===== src/rtl/brf_pkg.sv =====
package brf_pkg;

  localparam int unsigned NumWords = 43;
  localparam int unsigned AddrW    = 6;
  localparam int unsigned StepW    = 5;

  // Word layout of the state memory.
  localparam logic [AddrW-1:0] VisBase  = 6'd0;
  localparam logic [AddrW-1:0] VisR8    = 6'd8;
  localparam logic [AddrW-1:0] VisR13   = 6'd13;
  localparam logic [AddrW-1:0] VisR14   = 6'd14;
  localparam logic [AddrW-1:0] VisR15   = 6'd15;
  localparam logic [AddrW-1:0] BankBase = 6'd16;
  localparam logic [AddrW-1:0] FiqBase  = 6'd28;
  localparam logic [AddrW-1:0] UsrBase  = 6'd33;
  localparam logic [AddrW-1:0] SprBase  = 6'd38;

  localparam logic [StepW-1:0] StepFiqOut = 5'd10;
  localparam logic [StepW-1:0] StepSave   = 5'd12;
  localparam logic [StepW-1:0] StepFiqIn  = 5'd22;
  localparam logic [StepW-1:0] StepLast   = 5'd23;

  localparam logic [4:0]  MODE_USR = 5'h10;
  localparam logic [4:0]  MODE_FIQ = 5'h11;
  localparam logic [4:0]  MODE_IRQ = 5'h12;
  localparam logic [4:0]  MODE_SVC = 5'h13;
  localparam logic [4:0]  MODE_ABT = 5'h17;
  localparam logic [4:0]  MODE_UND = 5'h1B;
  localparam logic [4:0]  MODE_SYS = 5'h1F;
  localparam logic [2:0]  SlotIrq  = 3'd3;
  localparam logic [31:0] IrqVector = 32'h0000_0018;
  localparam logic [31:0] StatusReset = 32'h0000_0013;

  typedef enum logic [2:0] {
    OP_READ_REG     = 3'd0,
    OP_WRITE_REG    = 3'd1,
    OP_WRITE_STATUS = 3'd2,
    OP_READ_SAVED   = 3'd3,
    OP_WRITE_SAVED  = 3'd4,
    OP_IRQ_CHECK    = 3'd5
  } op_e;

  typedef enum logic [2:0] {
    ST_IDLE,
    ST_READ,
    ST_COPY_RD,
    ST_COPY_WR,
    ST_IRQ_RD,
    ST_IRQ_LR,
    ST_IRQ_PC,
    ST_PUT
  } st_e;

  typedef struct packed {
    logic [2:0]  opcode;
    logic [3:0]  reg_index;
    logic [31:0] write_data;
    logic        irq_pending;
    logic        irq_master_enable;
  } in_item_t;

  typedef struct packed {
    logic [31:0] read_data;
    logic [31:0] status_word;
    logic        irq_taken;
    logic        pc_written;
  } out_item_t;

  typedef struct packed {
    logic             en;
    logic [AddrW-1:0] src;
    logic [AddrW-1:0] dst;
  } copy_t;

  typedef struct packed {
    logic       hit;
    logic [2:0] idx;
  } slot_t;

  function automatic logic [2:0] bank_of(logic [4:0] mode);
    logic [2:0] b;
    case (mode)
      MODE_FIQ: b = 3'd1;
      MODE_IRQ: b = 3'd2;
      MODE_SVC: b = 3'd3;
      MODE_ABT: b = 3'd4;
      MODE_UND: b = 3'd5;
      default:  b = 3'd0;
    endcase
    return b;
  endfunction

  function automatic slot_t saved_slot(logic [4:0] mode);
    slot_t s;
    s.hit = 1'b1;
    case (mode)
      MODE_FIQ: s.idx = 3'd0;
      MODE_SVC: s.idx = 3'd1;
      MODE_ABT: s.idx = 3'd2;
      MODE_IRQ: s.idx = SlotIrq;
      MODE_UND: s.idx = 3'd4;
      default: begin
        s.hit = 1'b0;
        s.idx = 3'd0;
      end
    endcase
    return s;
  endfunction

  // User and system modes share a bank, so a move between them swaps nothing.
  function automatic logic swap_needed(logic [4:0] old_mode, logic [4:0] new_mode);
    return (old_mode != new_mode) &&
           !((old_mode == MODE_USR) && (new_mode == MODE_SYS)) &&
           !((old_mode == MODE_SYS) && (new_mode == MODE_USR));
  endfunction

  function automatic logic [AddrW-1:0] bank_addr(logic [2:0] b, logic second);
    return BankBase + {2'b00, b, second};
  endfunction

  // One word move of a bank swap. Steps run in the order: leave the fast
  // interrupt bank, save SP/LR, enter the fast interrupt bank, load SP/LR.
  function automatic copy_t copy_step(logic [StepW-1:0] step, logic [4:0] old_mode,
                                      logic [4:0] new_mode);
    copy_t      c;
    logic [StepW-1:0] rel;
    logic [2:0] k;
    c   = '0;
    rel = step - StepSave;
    k   = 3'd0;
    if (step < StepFiqOut) begin
      k    = step[3:1];
      c.en = (old_mode == MODE_FIQ);
      if (!step[0]) begin
        c.src = VisR8 + AddrW'(k);
        c.dst = FiqBase + AddrW'(k);
      end else begin
        c.src = UsrBase + AddrW'(k);
        c.dst = VisR8 + AddrW'(k);
      end
    end else if (step < StepSave) begin
      c.en  = 1'b1;
      c.src = step[0] ? VisR14 : VisR13;
      c.dst = bank_addr(bank_of(old_mode), step[0]);
    end else if (step < StepFiqIn) begin
      k    = rel[3:1];
      c.en = (new_mode == MODE_FIQ);
      if (!step[0]) begin
        c.src = VisR8 + AddrW'(k);
        c.dst = UsrBase + AddrW'(k);
      end else begin
        c.src = FiqBase + AddrW'(k);
        c.dst = VisR8 + AddrW'(k);
      end
    end else begin
      c.en  = 1'b1;
      c.src = bank_addr(bank_of(new_mode), step[0]);
      c.dst = step[0] ? VisR14 : VisR13;
    end
    return c;
  endfunction

endpackage


===== src/rtl/brf_if.sv =====
interface brf_in_if import brf_pkg::*; ();
  logic     valid;
  logic     ready;
  in_item_t payload;

  modport source (output valid, output payload, input ready);
  modport sink   (input valid, input payload, output ready);
endinterface

interface brf_out_if import brf_pkg::*; ();
  logic      valid;
  logic      ready;
  out_item_t payload;

  modport source (output valid, output payload, input ready);
  modport sink   (input valid, input payload, output ready);
endinterface


===== src/rtl/banked_register_file_irq_entry.sv =====
// Mode-banked register file with interrupt entry.
// in_i carries one operation per transfer (register read or write, status
// write, saved status read or write, interrupt check); out_o returns exactly
// one result per operation, in order. All register, bank and saved status
// words live in one 43-word memory with a registered read port, so every
// word move is a read followed by a write.
// A status write with a bank swap walks the sequencer through 24 steps,
// each either a word move or skipped when its move is not needed, and
// interrupt entry adds the IRQ_RD, IRQ_LR and IRQ_PC states after any swap.
// The next operation is taken once the current one has handed its result to
// the output register, which may still be waiting for the receiver. While
// the receiver stalls, the result and its valid stay unchanged, and at most
// one further result is held inside before input stops.
// Reset puts the block in supervisor mode with every word reading as zero.
module banked_register_file_irq_entry import brf_pkg::*; (
  input  logic      clk_i,
  input  logic      rst_ni,
  brf_in_if.sink    in_i,
  brf_out_if.source out_o
);

  logic [31:0] mem [NumWords];
  logic [31:0] rdata_q;
  logic        rvld_q;
  logic [NumWords-1:0] vld_q;

  logic             mem_we, mem_re;
  logic [AddrW-1:0] mem_waddr, mem_raddr;
  logic [31:0]      mem_wdata, rd_eff;

  st_e state_q, state_d;
  logic [2:0]  op_q, op_d;
  logic [31:0] old_q, old_d;
  logic [31:0] status_q, status_d;
  logic [StepW-1:0] step_q, step_d;
  logic [4:0]  oldm_q, oldm_d, newm_q, newm_d;
  logic [31:0] rd_q, rd_d;
  logic        taken_q, taken_d, pcw_q, pcw_d;
  logic        out_valid_q;
  out_item_t   out_q;

  in_item_t p;
  logic     in_acc, put_go, irq_due;
  slot_t    slot;
  copy_t    cp;
  st_e      done_st;

  assign p         = in_i.payload;
  assign in_i.ready = (state_q == ST_IDLE);
  assign in_acc    = in_i.valid && in_i.ready;
  assign put_go    = (state_q == ST_PUT) && (!out_valid_q || out_o.ready);
  assign slot      = saved_slot(status_q[4:0]);
  assign cp        = copy_step(step_q, oldm_q, newm_q);
  assign irq_due   = !status_q[7] && p.irq_pending && p.irq_master_enable;
  assign rd_eff    = rvld_q ? rdata_q : '0;
  assign done_st   = taken_q ? ST_IRQ_RD : ST_PUT;

  assign out_o.valid   = out_valid_q;
  assign out_o.payload = out_q;

  // Next state.
  always_comb begin
    state_d = state_q;
    case (state_q)
      ST_IDLE: begin
        if (in_acc) begin
          case (p.opcode)
            OP_READ_REG:     state_d = ST_READ;
            OP_READ_SAVED:   state_d = slot.hit ? ST_READ : ST_PUT;
            OP_WRITE_STATUS: begin
              state_d = swap_needed(status_q[4:0], p.write_data[4:0]) ? ST_COPY_RD : ST_PUT;
            end
            OP_IRQ_CHECK: begin
              if (irq_due) begin
                state_d = swap_needed(status_q[4:0], MODE_IRQ) ? ST_COPY_RD : ST_IRQ_RD;
              end else begin
                state_d = ST_PUT;
              end
            end
            default:         state_d = ST_PUT;
          endcase
        end
      end
      ST_READ:    state_d = ST_PUT;
      ST_COPY_RD: begin
        if (cp.en) begin
          state_d = ST_COPY_WR;
        end else if (step_q == StepLast) begin
          state_d = done_st;
        end
      end
      ST_COPY_WR: state_d = (step_q == StepLast) ? done_st : ST_COPY_RD;
      ST_IRQ_RD:  state_d = ST_IRQ_LR;
      ST_IRQ_LR:  state_d = ST_IRQ_PC;
      ST_IRQ_PC:  state_d = ST_PUT;
      ST_PUT:     if (put_go) state_d = ST_IDLE;
      default:    state_d = ST_IDLE;
    endcase
  end

  // Memory accesses and datapath updates.
  always_comb begin
    mem_we    = 1'b0;
    mem_re    = 1'b0;
    mem_waddr = VisBase;
    mem_raddr = VisBase;
    mem_wdata = '0;
    op_d      = op_q;
    old_d     = old_q;
    status_d  = status_q;
    step_d    = step_q;
    oldm_d    = oldm_q;
    newm_d    = newm_q;
    rd_d      = rd_q;
    taken_d   = taken_q;
    pcw_d     = pcw_q;
    case (state_q)
      ST_IDLE: begin
        if (in_acc) begin
          op_d    = p.opcode;
          rd_d    = '0;
          taken_d = 1'b0;
          pcw_d   = 1'b0;
          step_d  = '0;
          oldm_d  = status_q[4:0];
          case (p.opcode)
            OP_READ_REG: begin
              mem_re    = 1'b1;
              mem_raddr = VisBase + AddrW'(p.reg_index);
            end
            OP_WRITE_REG: begin
              mem_we    = 1'b1;
              mem_waddr = VisBase + AddrW'(p.reg_index);
              mem_wdata = p.write_data;
              pcw_d     = (p.reg_index == 4'd15);
            end
            OP_WRITE_STATUS: begin
              status_d = p.write_data;
              newm_d   = p.write_data[4:0];
            end
            OP_READ_SAVED: begin
              if (slot.hit) begin
                mem_re    = 1'b1;
                mem_raddr = SprBase + AddrW'(slot.idx);
              end else begin
                rd_d = status_q;
              end
            end
            OP_WRITE_SAVED: begin
              if (slot.hit) begin
                mem_we    = 1'b1;
                mem_waddr = SprBase + AddrW'(slot.idx);
                mem_wdata = p.write_data;
              end
            end
            OP_IRQ_CHECK: begin
              if (irq_due) begin
                old_d    = status_q;
                status_d = {status_q[31:8], 1'b1, status_q[6], 1'b0, MODE_IRQ};
                newm_d   = MODE_IRQ;
                taken_d  = 1'b1;
                pcw_d    = 1'b1;
              end
            end
            default: ;
          endcase
        end
      end
      ST_READ: rd_d = rd_eff;
      ST_COPY_RD: begin
        if (cp.en) begin
          mem_re    = 1'b1;
          mem_raddr = cp.src;
        end else begin
          step_d = step_q + 1'b1;
        end
      end
      ST_COPY_WR: begin
        mem_we    = 1'b1;
        mem_waddr = cp.dst;
        mem_wdata = rd_eff;
        step_d    = step_q + 1'b1;
      end
      ST_IRQ_RD: begin
        // Fetch the old PC while the old status goes to the IRQ saved slot.
        mem_re    = 1'b1;
        mem_raddr = VisR15;
        mem_we    = 1'b1;
        mem_waddr = SprBase + AddrW'(SlotIrq);
        mem_wdata = old_q;
      end
      ST_IRQ_LR: begin
        mem_we    = 1'b1;
        mem_waddr = VisR14;
        mem_wdata = old_q[5] ? rd_eff : rd_eff - 32'd4;
      end
      ST_IRQ_PC: begin
        mem_we    = 1'b1;
        mem_waddr = VisR15;
        mem_wdata = IrqVector;
      end
      default: ;
    endcase
  end

  always_ff @(posedge clk_i) begin
    if (mem_we) mem[mem_waddr] <= mem_wdata;
    if (mem_re) rdata_q <= mem[mem_raddr];
  end

  // A word that has never been written reads as zero.
  always_ff @(posedge clk_i or negedge rst_ni) begin
    if (!rst_ni) begin
      vld_q  <= '0;
      rvld_q <= 1'b0;
    end else begin
      if (mem_we) vld_q[mem_waddr] <= 1'b1;
      if (mem_re) rvld_q <= vld_q[mem_raddr];
    end
  end

  always_ff @(posedge clk_i or negedge rst_ni) begin
    if (!rst_ni) begin
      state_q     <= ST_IDLE;
      status_q    <= StatusReset;
      out_valid_q <= 1'b0;
    end else begin
      state_q  <= state_d;
      status_q <= status_d;
      if (put_go) begin
        out_valid_q <= 1'b1;
      end else if (out_o.ready) begin
        out_valid_q <= 1'b0;
      end
    end
  end

  always_ff @(posedge clk_i) begin
    op_q    <= op_d;
    old_q   <= old_d;
    step_q  <= step_d;
    oldm_q  <= oldm_d;
    newm_q  <= newm_d;
    rd_q    <= rd_d;
    taken_q <= taken_d;
    pcw_q   <= pcw_d;
    if (put_go) begin
      out_q.read_data   <= (op_q == OP_READ_REG || op_q == OP_READ_SAVED) ? rd_q : '0;
      out_q.status_word <= status_q;
      out_q.irq_taken   <= taken_q;
      out_q.pc_written  <= pcw_q;
    end
  end

endmodule


===== src/flat_wrapper.sv =====
// flat-port wrapper written by rule: the top's interface ports become plain ports
module banked_register_file_irq_entry_flat import brf_pkg::*;
  (clk_i, rst_ni, in_i_valid, in_i_payload, in_i_ready, out_o_valid, out_o_payload, out_o_ready);
  brf_in_if in_i_i ();
  brf_out_if out_o_i ();
  input  logic clk_i;
  input  logic rst_ni;
  input wire logic [$bits(in_i_i.valid)-1:0] in_i_valid;
  input wire logic [$bits(in_i_i.payload)-1:0] in_i_payload;
  output wire logic [$bits(in_i_i.ready)-1:0] in_i_ready;
  output wire logic [$bits(out_o_i.valid)-1:0] out_o_valid;
  output wire logic [$bits(out_o_i.payload)-1:0] out_o_payload;
  input wire logic [$bits(out_o_i.ready)-1:0] out_o_ready;
  assign in_i_i.valid = in_i_valid;
  assign in_i_i.payload = in_i_payload;
  assign in_i_ready = in_i_i.ready;
  assign out_o_valid = out_o_i.valid;
  assign out_o_payload = out_o_i.payload;
  assign out_o_i.ready = out_o_ready;
  banked_register_file_irq_entry u_core (.clk_i(clk_i), .rst_ni(rst_ni), .in_i(in_i_i), .out_o(out_o_i));
endmodule

===== config.mk =====
export PLATFORM = sky130hd
export DESIGN_NAME = banked_register_file_irq_entry_flat
export DESIGN_NICKNAME = d
export VERILOG_FILES = /design/src/rtl/brf_pkg.sv /design/src/rtl/brf_if.sv /design/src/rtl/banked_register_file_irq_entry.sv /design/src/flat_wrapper.sv
export SDC_FILE = /design/constraint.sdc
export NUM_CORES = 2
export LEC_CHECK = 0
export BUFFER_PORTS_ARGS = -buffer_cell sky130_fd_sc_hd__buf_2
export CELL_PAD_IN_SITES_DETAIL_PLACEMENT = 0
export CELL_PAD_IN_SITES_GLOBAL_PLACEMENT = 1
export CORE_AREA = 2 2 390 392
export DETAILED_ROUTE_END_ITERATION = 7
export DIE_AREA = 0 0 392 394
export PLACE_DENSITY_LB_ADDON = 0.1
export SLEW_MARGIN = 20
export SYNTH_ARGS = -nofsm -noshare
export SYNTH_HDL_FRONTEND = slang
export SYNTH_SLANG_ARGS = --single-unit
export TNS_END_PERCENT = 5

===== constraint.sdc =====
create_clock -name clk_i -period 5 [get_ports clk_i]
set_clock_uncertainty 0.15 [all_clocks]
set_input_delay 0.5 -clock clk_i [delete_from_list [all_inputs] [get_ports clk_i]]
set_output_delay 0.5 -clock clk_i [all_outputs]
set_load 0.05 [all_outputs]

==> results_dict.tcl <==
set metrics [dict create \
    crit_path_end_kind "flip-flop" \
    drt-pass1-iter-count 6 \
    critical_path.startpoint_type "flip-flop" \
    drv_slew 0 \
    h-tree-depth 4 \
    multi_input_area_um2 16100 \
    finalWirelength_mm 200 \
    cts_buffer_depth 3 \
    fp.dieW_um 392 \
    dominantRegCellSynth "edfxtp_1" \
    grt_remaining_overflow 0 \
    dpl_cell_area_um2 70700 \
    critPathKind "flip-flop to flip-flop" \
    syn_avg_cell_area_um2 14.5 \
    syn-num-nets 4570 \
    layout.cells.most_common "edfxtp_1" \
    rsz0062_at_grt "no" \
    seq_area_frac_synth_pct 74.4 \
    ys_async_sr_fraction_pct 4.88 \
    cts_tree "done" \
    num_io_pins 113 \
    die_area_um2 154000 \
    synth_cell_types 77 \
    worstPathRequired_ns 5.48 \
    yosysTopAreaCell "edfxtp_1" \
    syn_inst 4510 \
    slew-limit-headroom_pct 25.1 \
    grt_pass1_wl_mm 285 \
    cap_violations 0 \
    antenna_found_initial 1 \
    layout_common_cells "edfxtp_1 (1558), nand2_1 (825), a21oi_1 (309), mux2i_1 (254), clkbuf_16 (175)" \
    clock-sinks 1638 \
    finalSetupViolCount 0 \
    nFillCells 12778 \
    initial_core_util_pct 43.5 \
    synth.top_cells.by_area "edfxtp_1 (71%), nand2_1 (4.7%), mux2i_1 (3.9%), dfrtp_1 (2.9%), a21oi_1 (2.4%)" \
    irDropWorstVdd_uv 435 \
    fmax_mhz 208 \
    grt_max_degree 89 \
    final_core_util_pct 50.9 \
    power-per-cell-area_nw_per_um2 637 \
    cts-root-buf "clkbuf_16" \
    routedWlPerCell_um 28.7 \
    grt_pass1_vias 38766 \
    hp-class "primary input to flip-flop" \
    post-route-min-period_ns 4.80 \
    arrival_ns 5.28 \
    vias_per_cell 5.78 \
    crit_fanout 12 \
    io_buffer_count 112 \
    status "completed" \
    tightestPinTransition_ns 1.12 \
    dp_hpwl_mm 118 \
    yosysTopAreaCellShare_pct 71.3 \
    drc 0 \
    leakagePower_nw 26.1 \
    coreArea_um2 151000 \
    grt_use_total_pct 25.6 \
    cts.reportedPaths.clkPinSlew_ns 0.06 \
    drive_above_1_share_pct 15.2 \
    vias 40197 \
    yosysWarnings 0 \
    clk_latency_ns 0.81 \
    hold_viol 0 \
    die_y_um 394 \
    nNetsFinal 4840 \
    drt_iter0_markers 4425 \
    fp-row-count 143 \
    synth_edf_count 1558 \
    synth-seq-cells 1638 \
    stdcell_area_um2 76600 \
    tns_ns 0 \
    regArea_um2 48800 \
    netlist_area_um2 65600 \
    ant_nets 0 \
    cts-buffers-inserted 173 \
    period_share_pct 96.0 \
    gp_congestion 0.920 \
    areaGrowthSynthToFinish_pct 16.8 \
]
==> Yosys cell counts (all sizes together), types with 7 or more instances <==
library cell / number
a21oi: 309
a221oi: 8
a222oi: 13
a22o: 21
a22oi: 171
a31oi: 9
a32o: 34
a32oi: 74
and2: 44
buf: 93
clkbuf: 202
dfrtp: 77
edfxtp: 1558
ha: 15
inv: 19
mux2i: 254
mux4: 31
nand2: 825
nand2b: 13
nand3: 105
nand4: 12
nor2: 131
nor2b: 12
nor3: 13
nor3b: 7
o211ai: 43
o21ai: 150
o22ai: 65
o31ai: 8
or2: 45
or3: 19
or4: 33
xnor2: 14
==> metrics by stage <==
step	hold slack [ns]	setup slack (ns)	power, mW	std cells
after floorplan	0.0544	0.0177	29.3	4510
after global placement	0.255	0.228	36.5	6587
after detailed placement	0.259	0.185	36.6	6589
after CTS	0.00735	0.147	48.9	6947
after global routing	0.0238	0.00302	50.9	6955
final	0.0660	0.200	48.8	6956
==> state kept, by name, indices dropped and copies added, names as in the netlist, 3 cells and up <==
| signal | flops |
|---|---|
| u_core.step_q | 5 |
| u_core.out_o.payload | 66 |
| u_core.vld_q | 43 |
| u_core.rd_q | 32 |
| u_core.old_q | 32 |
| u_core.oldm_q | 5 |
| u_core.op_q | 3 |
| u_core.mem | 1376 |
| u_core.state_q | 3 |
| u_core.status_q | 32 |
| u_core.rdata_q | 32 |
| u_core.newm_q | 5 |
==> path summary, 6_finish.rpt <==
path | from | end | slack [ns] | cells after the start
min in group asynchronous | rst_ni | u_core.status_q[23]$_DFFE_PN0P_ | 0.08 | 2
worst max-delay path | u_core.status_q[4]$_DFFE_PN1P_ | u_core.rdata_q[11]$_DFFE_PP_ | 0.20 | 11
max in group asynchronous | rst_ni | u_core.rvld_q$_DFFE_PN0P_ | 3.50 | 3
worst min register to register | u_core.pcw_q$_DFFE_PP_ | u_core.out_o.payload[0]$_DFFE_PP_ | 0.28 | 0
worst max register to register | u_core.status_q[4]$_DFFE_PN1P_ | u_core.rdata_q[11]$_DFFE_PP_ | 0.20 | 11
worst min-delay path | in_i_payload[34] | u_core.pcw_q$_DFFE_PP_ | 0.07 | 3
==> final cells by class <==
type	count	share of cell area, %
clock inverters	81	0.945
flip-flops and latches	1638	63.7
multi-input cells	2557	21.0
well taps	2030	3.31
diodes	1	0.00327
clock buffers	239	6.08
repair buffers	390	4.90
inverters	20	0.0980
==> critical path: stages (launching register included) <==
cell and delay, ns:
dfstp_2 0.64, nor4bb_1 0.72, a311o_1 0.32, buf_4 0.19
a31oi_1 0.08, buf_4 0.17, o221ai_4 0.43, or3_2 0.60
buf_4 0.29, o22ai_1 0.15, or4_1 0.64, nor2_1 0.22
==> layer usage <==
layer	GRT usage [%]	part of all wire [%]
met5	0	0
met4	6.09	2.1
met3	3.62	6.0
met2	40.7	47
met1	37.4	45
==> cells by family (layout without fill, tap and decap cells) <==
| family | count (synthesis) | after routing | synth area share (%) |
|---|---|---|---|
| other | 0 | 1 | 0 |
| multiplexers | 291 | 291 | 5.04 |
| adder cells (fa/ha/maj) | 15 | 15 | 0.286 |
| buffers and inverters | 315 | 730 | 2.03 |
| XOR/XNOR | 20 | 20 | 0.267 |
| AND/OR/NAND/NOR | 1280 | 1280 | 8.48 |
| AO/OA/AOI/OAI | 951 | 951 | 9.49 |
| flip-flops | 1638 | 1638 | 74.4 |
==> what timing repair did <==
| action | in CTS | in global routing |
|---|---|---|
| buffers inserted | 0 | 5 |
| hold buffers | 38 | 0 |
| endpoints found under the setup margin | 0 | 7 |
| resized for setup | 0 | 4 |
| hold endpoints to repair | 71 | 0 |
==> power breakdown <==
part / leakage [nW] / total (mW) / internal, mW / switching (mW)
Combinational: 8.08 / 17.1 / 5.16 / 11.9
Sequential: 15.4 / 19.5 / 18.4 / 1.07
Clock: 2.59 / 12.2 / 6.87 / 5.37
No activity file was read; power rests on OpenSTA's default activity.
